## src/design/id3_pkg.sv

```systemverilog
// shared types, constants and helpers for the id3v1 tag field parser
// no dependencies; imported by every module of the block
package id3_pkg;

  // tag layout
  localparam logic [6:0] POS_TITLE   = 7'd3;
  localparam logic [6:0] POS_ARTIST  = 7'd33;
  localparam logic [6:0] POS_ALBUM   = 7'd63;
  localparam logic [6:0] POS_YEAR    = 7'd93;
  localparam logic [6:0] POS_COMMENT = 7'd97;
  localparam logic [6:0] POS_GENRE   = 7'd127;

  localparam logic [4:0] SIZE_MARKER = 5'd3;
  localparam logic [4:0] SIZE_TEXT   = 5'd30;
  localparam logic [4:0] SIZE_YEAR   = 5'd4;
  localparam logic [4:0] SIZE_GENRE  = 5'd1;

  // comment byte that carries the track number in v1.1
  localparam logic [4:0] OFF_TRACK = 5'd29;

  // character constants
  localparam logic [7:0] CHAR_T     = 8'h54;
  localparam logic [7:0] CHAR_A     = 8'h41;
  localparam logic [7:0] CHAR_G     = 8'h47;
  localparam logic [7:0] CHAR_SPACE = 8'h20;
  localparam logic [7:0] CHAR_NUL   = 8'h00;

  // highest genre code with a known name
  localparam logic [7:0] GENRE_MAX = 8'd147;

  typedef enum logic [2:0] {
    FID_MARKER  = 3'd0,
    FID_TITLE   = 3'd1,
    FID_ARTIST  = 3'd2,
    FID_ALBUM   = 3'd3,
    FID_YEAR    = 3'd4,
    FID_COMMENT = 3'd5,
    FID_GENRE   = 3'd6
  } field_id_t;

  // where the current byte sits in the tag
  typedef struct packed {
    field_id_t  id;
    logic [4:0] off;
    logic [4:0] size;
    logic       text;
    logic       field_end;
    logic       last;
  } loc_t;

  // one result word
  typedef struct packed {
    logic [7:0] data_byte;
    logic [2:0] field_id;
    logic       field_end;
    logic [4:0] text_length;
    logic       tag_valid;
    logic       is_v11;
    logic [7:0] track_number;
    logic [7:0] genre_code;
    logic       genre_known;
    logic       last;
  } res_t;

  // expected marker character at a marker offset
  function automatic logic [7:0] marker_char(input logic [1:0] idx);
    logic [7:0] c;
    case (idx)
      2'd0:    c = CHAR_T;
      2'd1:    c = CHAR_A;
      2'd2:    c = CHAR_G;
      default: c = CHAR_NUL;
    endcase
    return c;
  endfunction

endpackage

```

## src/design/id3_locate.sv

```systemverilog
// position decoder: maps a tag byte position to field, offset and size
// depends on id3_pkg
module id3_locate (
  input  logic [6:0]    pos,
  output id3_pkg::loc_t loc
);
  import id3_pkg::*;

  logic [6:0] base;
  logic [6:0] diff;

  // field lookup by position range
  always_comb begin
    loc = '0;
    base = 7'd0;
    if (pos < POS_TITLE) begin
      loc.id = FID_MARKER;
      loc.size = SIZE_MARKER;
      base = 7'd0;
    end else if (pos < POS_ARTIST) begin
      loc.id = FID_TITLE;
      loc.size = SIZE_TEXT;
      base = POS_TITLE;
    end else if (pos < POS_ALBUM) begin
      loc.id = FID_ARTIST;
      loc.size = SIZE_TEXT;
      base = POS_ARTIST;
    end else if (pos < POS_YEAR) begin
      loc.id = FID_ALBUM;
      loc.size = SIZE_TEXT;
      base = POS_ALBUM;
    end else if (pos < POS_COMMENT) begin
      loc.id = FID_YEAR;
      loc.size = SIZE_YEAR;
      base = POS_YEAR;
    end else if (pos < POS_GENRE) begin
      loc.id = FID_COMMENT;
      loc.size = SIZE_TEXT;
      base = POS_COMMENT;
    end else begin
      loc.id = FID_GENRE;
      loc.size = SIZE_GENRE;
      base = POS_GENRE;
    end
    diff = pos - base;
    loc.off = diff[4:0];
    loc.text = (loc.id != FID_MARKER) && (loc.id != FID_GENRE);
    loc.field_end = (loc.off + 5'd1) == loc.size;
    loc.last = (pos == POS_GENRE);
  end

endmodule

```

## src/design/id3_state.sv

```systemverilog
// per-tag state: position counter, marker check, nul and trim tracking,
// version detection; builds the result word. depends on id3_pkg
module id3_state (
  input  logic          clk,
  input  logic          rst_n,
  input  logic          accept,
  input  logic [7:0]    tag_byte,
  input  logic          tag_start,
  input  id3_pkg::loc_t loc,
  output logic [6:0]    pos,
  output id3_pkg::res_t res
);
  import id3_pkg::*;

  logic [6:0] byte_position_r, byte_position_nxt;
  logic       marker_match_r, marker_match_nxt;
  logic [4:0] first_nul_r, first_nul_nxt;
  logic [4:0] kept_end_r, kept_end_nxt;
  logic       prev_nul_r, prev_nul_nxt;
  logic [7:0] track_r, track_nxt;
  logic       version_r, version_nxt;

  logic       tag_first;
  logic       v11;
  logic [7:0] trim_byte;
  logic [4:0] len;

  // current position, restarted by tag_start
  assign pos = tag_start ? 7'd0 : byte_position_r;
  assign tag_first = (pos == 7'd0);

  // next state
  always_comb begin
    marker_match_nxt = tag_first ? 1'b1 : marker_match_r;
    version_nxt      = tag_first ? 1'b0 : version_r;
    track_nxt        = tag_first ? 8'd0 : track_r;
    first_nul_nxt    = (loc.off == 5'd0) ? loc.size : first_nul_r;
    kept_end_nxt     = (loc.off == 5'd0) ? 5'd0 : kept_end_r;
    v11 = 1'b0;
    trim_byte = tag_byte;

    // marker check
    if (loc.id == FID_MARKER && tag_byte != marker_char(loc.off[1:0])) begin
      marker_match_nxt = 1'b0;
    end

    // text fields: first nul and last kept character
    if (loc.text) begin
      if (loc.id == FID_COMMENT && loc.off == OFF_TRACK) begin
        v11 = !tag_first && prev_nul_r && (tag_byte != CHAR_NUL);
        version_nxt = v11;
        track_nxt = v11 ? tag_byte : 8'd0;
        if (v11) begin
          trim_byte = CHAR_NUL;
        end
      end
      if (trim_byte == CHAR_NUL && loc.off < first_nul_nxt) begin
        first_nul_nxt = loc.off;
      end
      if (trim_byte != CHAR_NUL && trim_byte != CHAR_SPACE) begin
        kept_end_nxt = loc.off + 5'd1;
      end
    end

    prev_nul_nxt = (tag_byte == CHAR_NUL);
    byte_position_nxt = pos + 7'd1;
  end

  // result word
  always_comb begin
    len = (first_nul_nxt < kept_end_nxt) ? first_nul_nxt : kept_end_nxt;
    res.data_byte    = tag_byte;
    res.field_id     = loc.id;
    res.field_end    = loc.field_end;
    res.text_length  = (loc.field_end && loc.text) ? len : 5'd0;
    res.tag_valid    = loc.last && marker_match_nxt;
    res.is_v11       = loc.last && version_nxt;
    res.track_number = (loc.last && version_nxt) ? track_nxt : 8'd0;
    res.genre_code   = loc.last ? tag_byte : 8'd0;
    res.genre_known  = loc.last && (tag_byte <= GENRE_MAX);
    res.last         = loc.last;
  end

  // state registers
  always_ff @(posedge clk) begin
    if (!rst_n) begin
      byte_position_r <= 7'd0;
      marker_match_r  <= 1'b1;
      first_nul_r     <= SIZE_TEXT;
      kept_end_r      <= 5'd0;
      prev_nul_r      <= 1'b0;
      track_r         <= 8'd0;
      version_r       <= 1'b0;
    end else if (accept) begin
      byte_position_r <= byte_position_nxt;
      marker_match_r  <= marker_match_nxt;
      first_nul_r     <= first_nul_nxt;
      kept_end_r      <= kept_end_nxt;
      prev_nul_r      <= prev_nul_nxt;
      track_r         <= track_nxt;
      version_r       <= version_nxt;
    end
  end

`ifndef NO_ASSERTIONS
  // nul index never points past a text field
  a_first_nul_range: assert property (@(posedge clk) disable iff (!rst_n)
    first_nul_r <= SIZE_TEXT)
    else $error("first nul index out of range");

  // kept end never points past a text field
  a_kept_end_range: assert property (@(posedge clk) disable iff (!rst_n)
    kept_end_r <= SIZE_TEXT)
    else $error("kept end index out of range");

  // a tag start puts the next byte at position one
  a_start_restarts: assert property (@(posedge clk) disable iff (!rst_n)
    accept && tag_start |=> byte_position_r == 7'd1)
    else $error("tag start did not restart position");

  // track number is only held together with the version flag
  a_track_needs_v11: assert property (@(posedge clk) disable iff (!rst_n)
    track_r != 8'd0 |-> version_r)
    else $error("track held without v1.1 flag");
`endif

endmodule

```

## src/design/id3_out_reg.sv

```systemverilog
// output register stage: holds one result word and drives the stall back
// to the input side. depends on id3_pkg
module id3_out_reg (
  input  logic          clk,
  input  logic          rst_n,
  input  logic          in_valid,
  output logic          in_stall,
  input  id3_pkg::res_t res_in,
  output logic          out_valid,
  input  logic          out_stall,
  output id3_pkg::res_t res_out
);
  import id3_pkg::*;

  logic out_valid_r;
  res_t res_r;

  // free when empty or when the held word leaves this cycle
  assign in_stall = out_valid_r && out_stall;

  always_ff @(posedge clk) begin
    if (!rst_n) begin
      out_valid_r <= 1'b0;
    end else if (!in_stall) begin
      out_valid_r <= in_valid;
    end
  end

  // payload, no reset
  always_ff @(posedge clk) begin
    if (in_valid && !in_stall) begin
      res_r <= res_in;
    end
  end

  assign out_valid = out_valid_r;
  assign res_out = res_r;

endmodule

```

## src/design/id3v1_tag_field_parser.sv

```systemverilog
// id3v1 tag field parser, one tag byte in per word, one result word out per byte.
// A new byte is taken every cycle while the output register is free or being
// emptied; each result appears in the cycle after its byte, from a single output
// register, and while that register is full the result stall reaches the input
// stall in the same cycle. All field decoding, marker check, trim length and
// v1.1 detection happen in one pass of logic before that register.
// depends on id3_pkg, id3_locate, id3_state, id3_out_reg
module id3v1_tag_field_parser (
  input  logic       clk,
  input  logic       rst_n,
  input  logic       in_valid,
  output logic       in_stall,
  input  logic [7:0] in_tag_byte,
  input  logic       in_tag_start,
  output logic       out_valid,
  input  logic       out_stall,
  output logic [7:0] out_data_byte,
  output logic [2:0] out_field_id,
  output logic       out_field_end,
  output logic [4:0] out_text_length,
  output logic       out_tag_valid,
  output logic       out_is_v11,
  output logic [7:0] out_track_number,
  output logic [7:0] out_genre_code,
  output logic       out_genre_known,
  output logic       out_last
);
  import id3_pkg::*;

  logic [6:0] pos;
  loc_t       loc;
  res_t       res;
  res_t       res_q;
  logic       accept;

  assign accept = in_valid && !in_stall;

  // byte position decode
  id3_locate u_locate (
    .pos (pos),
    .loc (loc)
  );

  // per-tag state and result word
  id3_state u_state (
    .clk       (clk),
    .rst_n     (rst_n),
    .accept    (accept),
    .tag_byte  (in_tag_byte),
    .tag_start (in_tag_start),
    .loc       (loc),
    .pos       (pos),
    .res       (res)
  );

  // output register
  id3_out_reg u_out_reg (
    .clk       (clk),
    .rst_n     (rst_n),
    .in_valid  (in_valid),
    .in_stall  (in_stall),
    .res_in    (res),
    .out_valid (out_valid),
    .out_stall (out_stall),
    .res_out   (res_q)
  );

  assign out_data_byte    = res_q.data_byte;
  assign out_field_id     = res_q.field_id;
  assign out_field_end    = res_q.field_end;
  assign out_text_length  = res_q.text_length;
  assign out_tag_valid    = res_q.tag_valid;
  assign out_is_v11       = res_q.is_v11;
  assign out_track_number = res_q.track_number;
  assign out_genre_code   = res_q.genre_code;
  assign out_genre_known  = res_q.genre_known;
  assign out_last         = res_q.last;

endmodule

```

## config.mk

```make
export PLATFORM = sky130hd
export DESIGN_NAME = id3v1_tag_field_parser
export DESIGN_NICKNAME = d
export VERILOG_FILES = /design/src/design/id3_pkg.sv /design/src/design/id3_locate.sv /design/src/design/id3_state.sv /design/src/design/id3_out_reg.sv /design/src/design/id3v1_tag_field_parser.sv
export SDC_FILE = /design/constraint.sdc
export NUM_CORES = 1
export LEC_CHECK = 0
export ABC_AREA = 1
export BUFFER_PORTS_ARGS = -buffer_cell sky130_fd_sc_hd__buf_2
export CORE_ASPECT_RATIO = 1.4
export CORE_MARGIN = 4
export CORE_UTILIZATION = 53
export DETAILED_ROUTE_END_ITERATION = 16
export PLACE_DENSITY_LB_ADDON = 0.25
export SLEW_MARGIN = 20
export SYNTH_ARGS = -nofsm -noshare
export SYNTH_HDL_FRONTEND = slang
export SYNTH_SLANG_ARGS = --single-unit
```

## constraint.sdc

```tcl
create_clock -name clk -period 6.3 [get_ports clk]
set_input_delay 0.945 -clock clk [delete_from_list [all_inputs] [get_ports clk]]
set_output_delay 0.945 -clock clk [all_outputs]
set_load 0.005 [all_outputs]
```

==> Yosys cells after proc, flatten, opt, wreduce, memory -nomap -nowiden <==
Index checks and enable logic that the tools add are counted.
{ "totals": {"ff_bits": 66, "in_bits": 13, "output_inout_bits": 39, "word_cells": 102} }
{ "classes": {"add_sub_neg": 3, "n_lt_le_gt_ge": 9, "eq_ne": 9, "muxes": 39, "reduce_logical": 24} }
{ "op_table": {"columns": ["cell", "count"], "rows": [
  ["$mux 5", 19],
  ["$mux 8", 7],
  ["$lt 7x7->1 const B", 3],
  ["$pmux 7 s3", 1],
  ["$logic_not 8->1", 2],
  ["$reduce_bool 8->1", 2],
  ["$mux 3", 5],
  ["$lt 7x6->1 const B", 2],
  ["$logic_and 1x1->1", 13],
  ["$lt 5x5->1", 2],
  ["$le 8x8->1 const B", 1],
  ["$ne 8x6->1 const B", 1],
  ["$ne 8x7->1", 1],
  ["$add 7x1->7 const B", 1],
  ["$eq 7x7->1 const B", 1],
  ["$logic_not 7->1", 1],
  ["$lt 7x2->1 const B", 1],
  ["$mux 7", 1],
  ["$add 5x1->5 const B", 1],
  ["$eq 5x5->1", 1],
  ["$eq 5x5->1 const B", 1],
  ["$logic_not 5->1", 1],
  ["$mux 1", 5],
  ["$sub 5x5->5", 1],
  ["9 further kinds", 10]
]} }

==> Longest topological paths before layout <==
{ "depth": {"word_depth": 19, "ltp_mapped": 36} }

==> Hierarchy <==
Synthesis repeated with hierarchy kept, for this count alone.
{ "unflattened": {"hier_cells": 523, "area_unflattened_um2": 4098.9} }
{ "by_module_without_submodules": {"columns": ["module", "n_inst", "cells_per_inst", "area_each_um2", "seq_area_each_um2"], "rows": [
  ["id3_state", 1, 379, 2339.7, 560.5],
  ["id3_out_reg", 1, 44, 1163.6, 1131.1],
  ["id3_locate", 1, 98, 585.6, 0.0],
  ["id3v1_tag_field_parser", 1, 2, 10.0, 0.0]
]} }

==> Worst setup path before layout <==
OpenSTA, ideal clock, no wires.
{ "synth_timing": {"path_kind": "input-to-reg", "from": "in in_tag_start", "to": "reg u_out_reg.res_r, in the netlist u_out_reg.res_out[20] (data pin)", "setup_ps": 254, "arrival_time_ps": 5559, "setup_slack_ps": 488, "stages": 33, "path_buffers": 0, "cell_sequence": "inv_4 > nand2_4 > nor2_4 > nand2_2 > inv_2 > nand4_1 > nand2_2 > nand2_1 > nand2_1 > inv_1 > fa_1 > inv_1 > ha_1 > nand2_1 > nor2_1 > nand3_4 > inv_1 > nand2_1 > o21ai_0 > ha_1 > a21oi_1 > o21ai_0 > a211oi_2 > nand3_4 > o21ai_1 > inv_1 > ha_1 > a21oi_1 > nor2_1 > a211oi_2 > o211ai_1 > nand2_1 > nor2_1"} }
{ "synth_between": {"elab_chain_cells": 19, "word_cells_on_any_way": 57, "classes_between": "add/sub (2); order compare (8); eq/ne (5); mux (29); reduce/logical (13)"} }
{ "synth_rtl": {"columns": ["element", "line", "source"], "rows": [
  ["start: declaration", "id3v1_tag_field_parser.sv:14", "input logic in_tag_start,"],
  ["$mux 7 *", "id3_state.sv:29", "assign pos = tag_start ? 7'd0 : byte_position_r;"],
  ["$lt 7x7->1", "id3_locate.sv:36", "end else if (pos < POS_GENRE) begin"],
  ["$mux 5", "id3_locate.sv:36", null],
  ["$mux 5", "id3_locate.sv:32", "end else if (pos < POS_COMMENT) begin"],
  ["$mux 5", "id3_locate.sv:28", "end else if (pos < POS_YEAR) begin"],
  ["$mux 5", "id3_locate.sv:24", "end else if (pos < POS_ALBUM) begin"],
  ["$mux 5", "id3_locate.sv:20", "end else if (pos < POS_ARTIST) begin"],
  ["$mux 5", "id3_locate.sv:16", "if (pos < POS_TITLE) begin"],
  ["[4 not listed]", null, null],
  ["$mux 8", "id3_state.sv:48", "if (loc.text) begin"],
  ["$logic_not 8->1", "id3_state.sv:57", "if (trim_byte == CHAR_NUL && loc.off < first_nul_nxt) begin"],
  ["$logic_and 1x1->1", "id3_state.sv:57", null],
  ["$mux 5", "id3_state.sv:57", null],
  ["$mux 5 *", "id3_state.sv:48", null],
  ["net u_state.first_nul_nxt[2]", "id3_state.sv:17", "logic [4:0] first_nul_r, first_nul_nxt;"],
  ["$lt 5x5->1 *", "id3_state.sv:71", "len = (first_nul_nxt < kept_end_nxt) ? first_nul_nxt : kept_end_nxt;"],
  ["$mux 5 *", "id3_state.sv:71", null],
  ["end signal: assignment", "id3_out_reg.sv:32", "res_r <= res_in;"],
  ["end: declaration", "id3_out_reg.sv:16", "res_t res_r;"]
]} }
Mark *: on every way through the listed nets, which the timed path passes. The rest lies on a longest branch. The select of a mux whose other input is x is not followed.
A chain may end at the register's enable or synchronous reset.

==> Worst setup path after layout <==
Same ends and word-level chain as after synthesis.

==> flow_summary.ini <==
[timing]
relSlewSlack_pct = 44.1
tightest_slew_ns = 0.839
setup_viol = 0
finalHoldViolations = 0
whs_ns = 0.485
fin_crit_ns = 5.75
maxSlewViolCount = 0
min_period_over_period_pct = 91.3
rsz0062_at_grt = no
clock_skew_ns = 0.00951
finalSetupTns_ns = 0
setup_ws_ns = 0.548
max_freq_ghz = 0.174

[place]
dp_slack_ns = 0.0552
numPortBuffers = 51
hpwlAfterDp_um = 7000
gp_congestion = 0.869

[yosys]
yosys.area.top_type_share_pct = 28.0
postSynthCellCount = 468
yosys.area.top_type = edfxtp_1
syn-num-nets = 500
syn_area_um2 = 3970
seq_area_frac_synth_pct = 42.6
synth-async-reset-ratio_pct = 0
ys_warn_count = 0
synthDistinctLibCells = 47
ys_ff_latch = 66
ys.flop_type = edfxtp_1
syn_avg_cell_area_um2 = 8.48
synth_edf_count = 37
synth_common_cells = inv_1 (75), nand2_1 (67), nor2_1 (41)
synth.area.top_cells = edfxtp_1 (28%), dfxtp_1 (15%), inv_1 (7.1%)
synth_most_common_cell = inv_1

[drt]
post_drt_wl_per_cell_um = 14.8
ant_nets = 0
via_per_inst = 5.27
firstDrtPassIters = 4
routed_wl_um = 9280
drt_iter0_drc = 229
dr_total_vias = 3316
drcViolationCount = 0

[clocking]
clk_latency_ns = 0.36
cts_made_buffers = 9
clock_sinks = 66
ctsHtreeMaxLevel = 3
cts_buffer_depth = 2
cts_tree = done
clk_pin_slew_worst_paths_ns = 0.08
cts_root_buffer = clkbuf_8

[worst_setup_path]
r2r_cells = 34
cp_data_required_time_ns = 6.41
rrSetupSlack_ns = 1.02
crit_path_frequent_cell = nand2_1
path_max_fanout = 10
cp.depth = 36
critPathKind = in2reg
crit_family = simple AND/OR/NAND/NOR gates
path_buf_inv = 9
crit_slowest_cell = fa_1
end_kind = register
r2r-end = u_out_reg.res_out[20]$_SDFFCE_PN0P_
startpoint_type = input port
crit_arrival_ns = 5.86
cp_slowest_stage_delay_ns = 0.50
crit-reg2reg-launch = u_state.byte_position_r[1]$_SDFFE_PN0P_

[hold_path]
hold_path_class = reg2reg
worstHoldEndpoint = u_out_reg.out_valid$_SDFFE_PN0N_
hold_depth = 2
min_from = u_out_reg.out_valid$_SDFFE_PN0N_

[global_routing]
grtUsageTotal_pct = 22.8
grt_pass1_vias = 3304
grt_overflow = 0
grt_max_degree = 76
antenna_found_initial = 0
grt_pass1_wl_um = 15700

[power]
p_total_w = 0.00115
power.density_nw_per_um2 = 252
vdd_drop_max_mv = 0.123
p_leak_nw = 2.12

[final_layout]
drive_above_1_share_pct = 24.2
nets = 559
antenna_cells = 0
area_delta_synth_final_pct = 15.1

[floorplanning]
io_pins = 52
dieArea_um2 = 8960
core_um2 = 7310
die_h_um = 110
initial_core_util_pct = 54.3
rows = 37
die_x_um = 81.1

[run]
drv_cap = 0

[run_status]
run_status = complete, no violations
-- worst reg2reg max path, delay by kind of cell (launching register included) --
| kind | cells | cell delay, ns |
|---|---|---|
| and+or+nand+nor | 15 | 1.40 |
| adders and majority gates | 4 | 1.27 |
| AOI/OAI and AO/OA | 8 | 1.09 |
| buffers and inverters | 7 | 0.86 |
| DFF | 1 | 0.39 |
-- power by group --
group          switching [W]  total [W]  leakage (nW)  internal, W
logic               0.000187   0.000296          1.42     0.000109
registers          0.0000111   0.000493         0.606     0.000481
clock network       0.000179   0.000365        0.0962     0.000185
-- repair_timing --
action | 4_1_cts | 5_1_grt
gates resized for setup | 0 | 1
setup endpoints to repair | 0 | 5
setup buffers | 0 | 1
hold buffers | 0 | 0
hold endpoints to repair | 0 | 0
-- placed cells by master, fill, tap and decap left out, drive strengths merged --
cell / instances
inv: 84
o2111ai: 1
nor3b: 1
nand2: 89
or3: 1
o31ai: 8
buf: 61
nor3: 4
clkinv: 3
xnor2: 3
a311oi: 1
xor2: 5
ha: 18
edfxtp: 37
nor2: 48
dfxtp: 29
fa: 1
o21ai: 31
bufinv: 1
a221oi: 1
nand3: 37
clkinvlp: 2
o211ai: 14
clkbuf: 9
o22ai: 3
or2: 1
nor4: 1
a21oi: 27
a211oi: 3
nand4: 8
-- registers in the layout, summed over array words and instances, names as in the netlist --
register,count
u_out_reg.out_valid,1
u_out_reg.res_out,37
u_state.byte_position_r,7
u_state.first_nul_r,5
u_state.kept_end_r,5
u_state.marker_match_r,1
u_state.prev_nul_r,1
u_state.track_r,8
u_state.version_r,1
-- cells by family after synthesis --
logic type,after synthesis,share of synthesized area [%]
AND/OR/NAND/NOR,190,25.7
XOR/XNOR,8,1.95
adder cells (fa/ha/maj),19,6.18
buffers and inverters,96,9.45
flip-flops,66,42.6
AO/OA/AOI/OAI,89,14.1
-- final cells by class --
type / count / area [um2]
Fill cell: 677 / 2740
Multi-Input combinational cell: 306 / 1910
Sequential cell: 66 / 1690
Timing Repair Buffer: 61 / 330
Inverter: 83 / 314
Clock buffer: 9 / 124
Tap cell: 97 / 121
Clock inverter: 7 / 76.3
-- metal layers --
layer | GRT usage, % | routed length (um) | vias to the layer above
li1 | - | - | 1685
met1 | 26.1 | 3710 | 1523
met2 | 38.9 | 4870 | 79
met3 | 4.32 | 375 | 29
met4 | 12.4 | 327 | 0
met5 | 0 | 0 | -
-- stage by stage --
step | instance area, um2 | util (%) | cells
floorplan | 3970 | - | 468
global placement | 4360 | 59.6 | 612
detailed placement | 4360 | 59.6 | 612
CTS | 4560 | 62.4 | 628
global route | 4570 | 62.5 | 629
finish | 4570 | 62.5 | 629
-- worst max path at each step --
stage / from / end / slack, ns
floorplan: in_tag_start / u_out_reg.res_out[20]$_SDFFCE_PN0P_ / 0.49
CTS: in_tag_start / u_out_reg.res_out[20]$_SDFFCE_PN0P_ / 0.43
detailed placement: in_tag_start / u_out_reg.res_out[20]$_SDFFCE_PN0P_ / 0.06
finish: in_tag_start / u_out_reg.res_out[20]$_SDFFCE_PN0P_ / 0.55
global placement: in_tag_start / u_out_reg.res_out[20]$_SDFFCE_PN0P_ / 0.26
global route: in_tag_start / u_out_reg.res_out[24]$_SDFFCE_PN0P_ / 0.07
(Power assumes the default switching activity.)
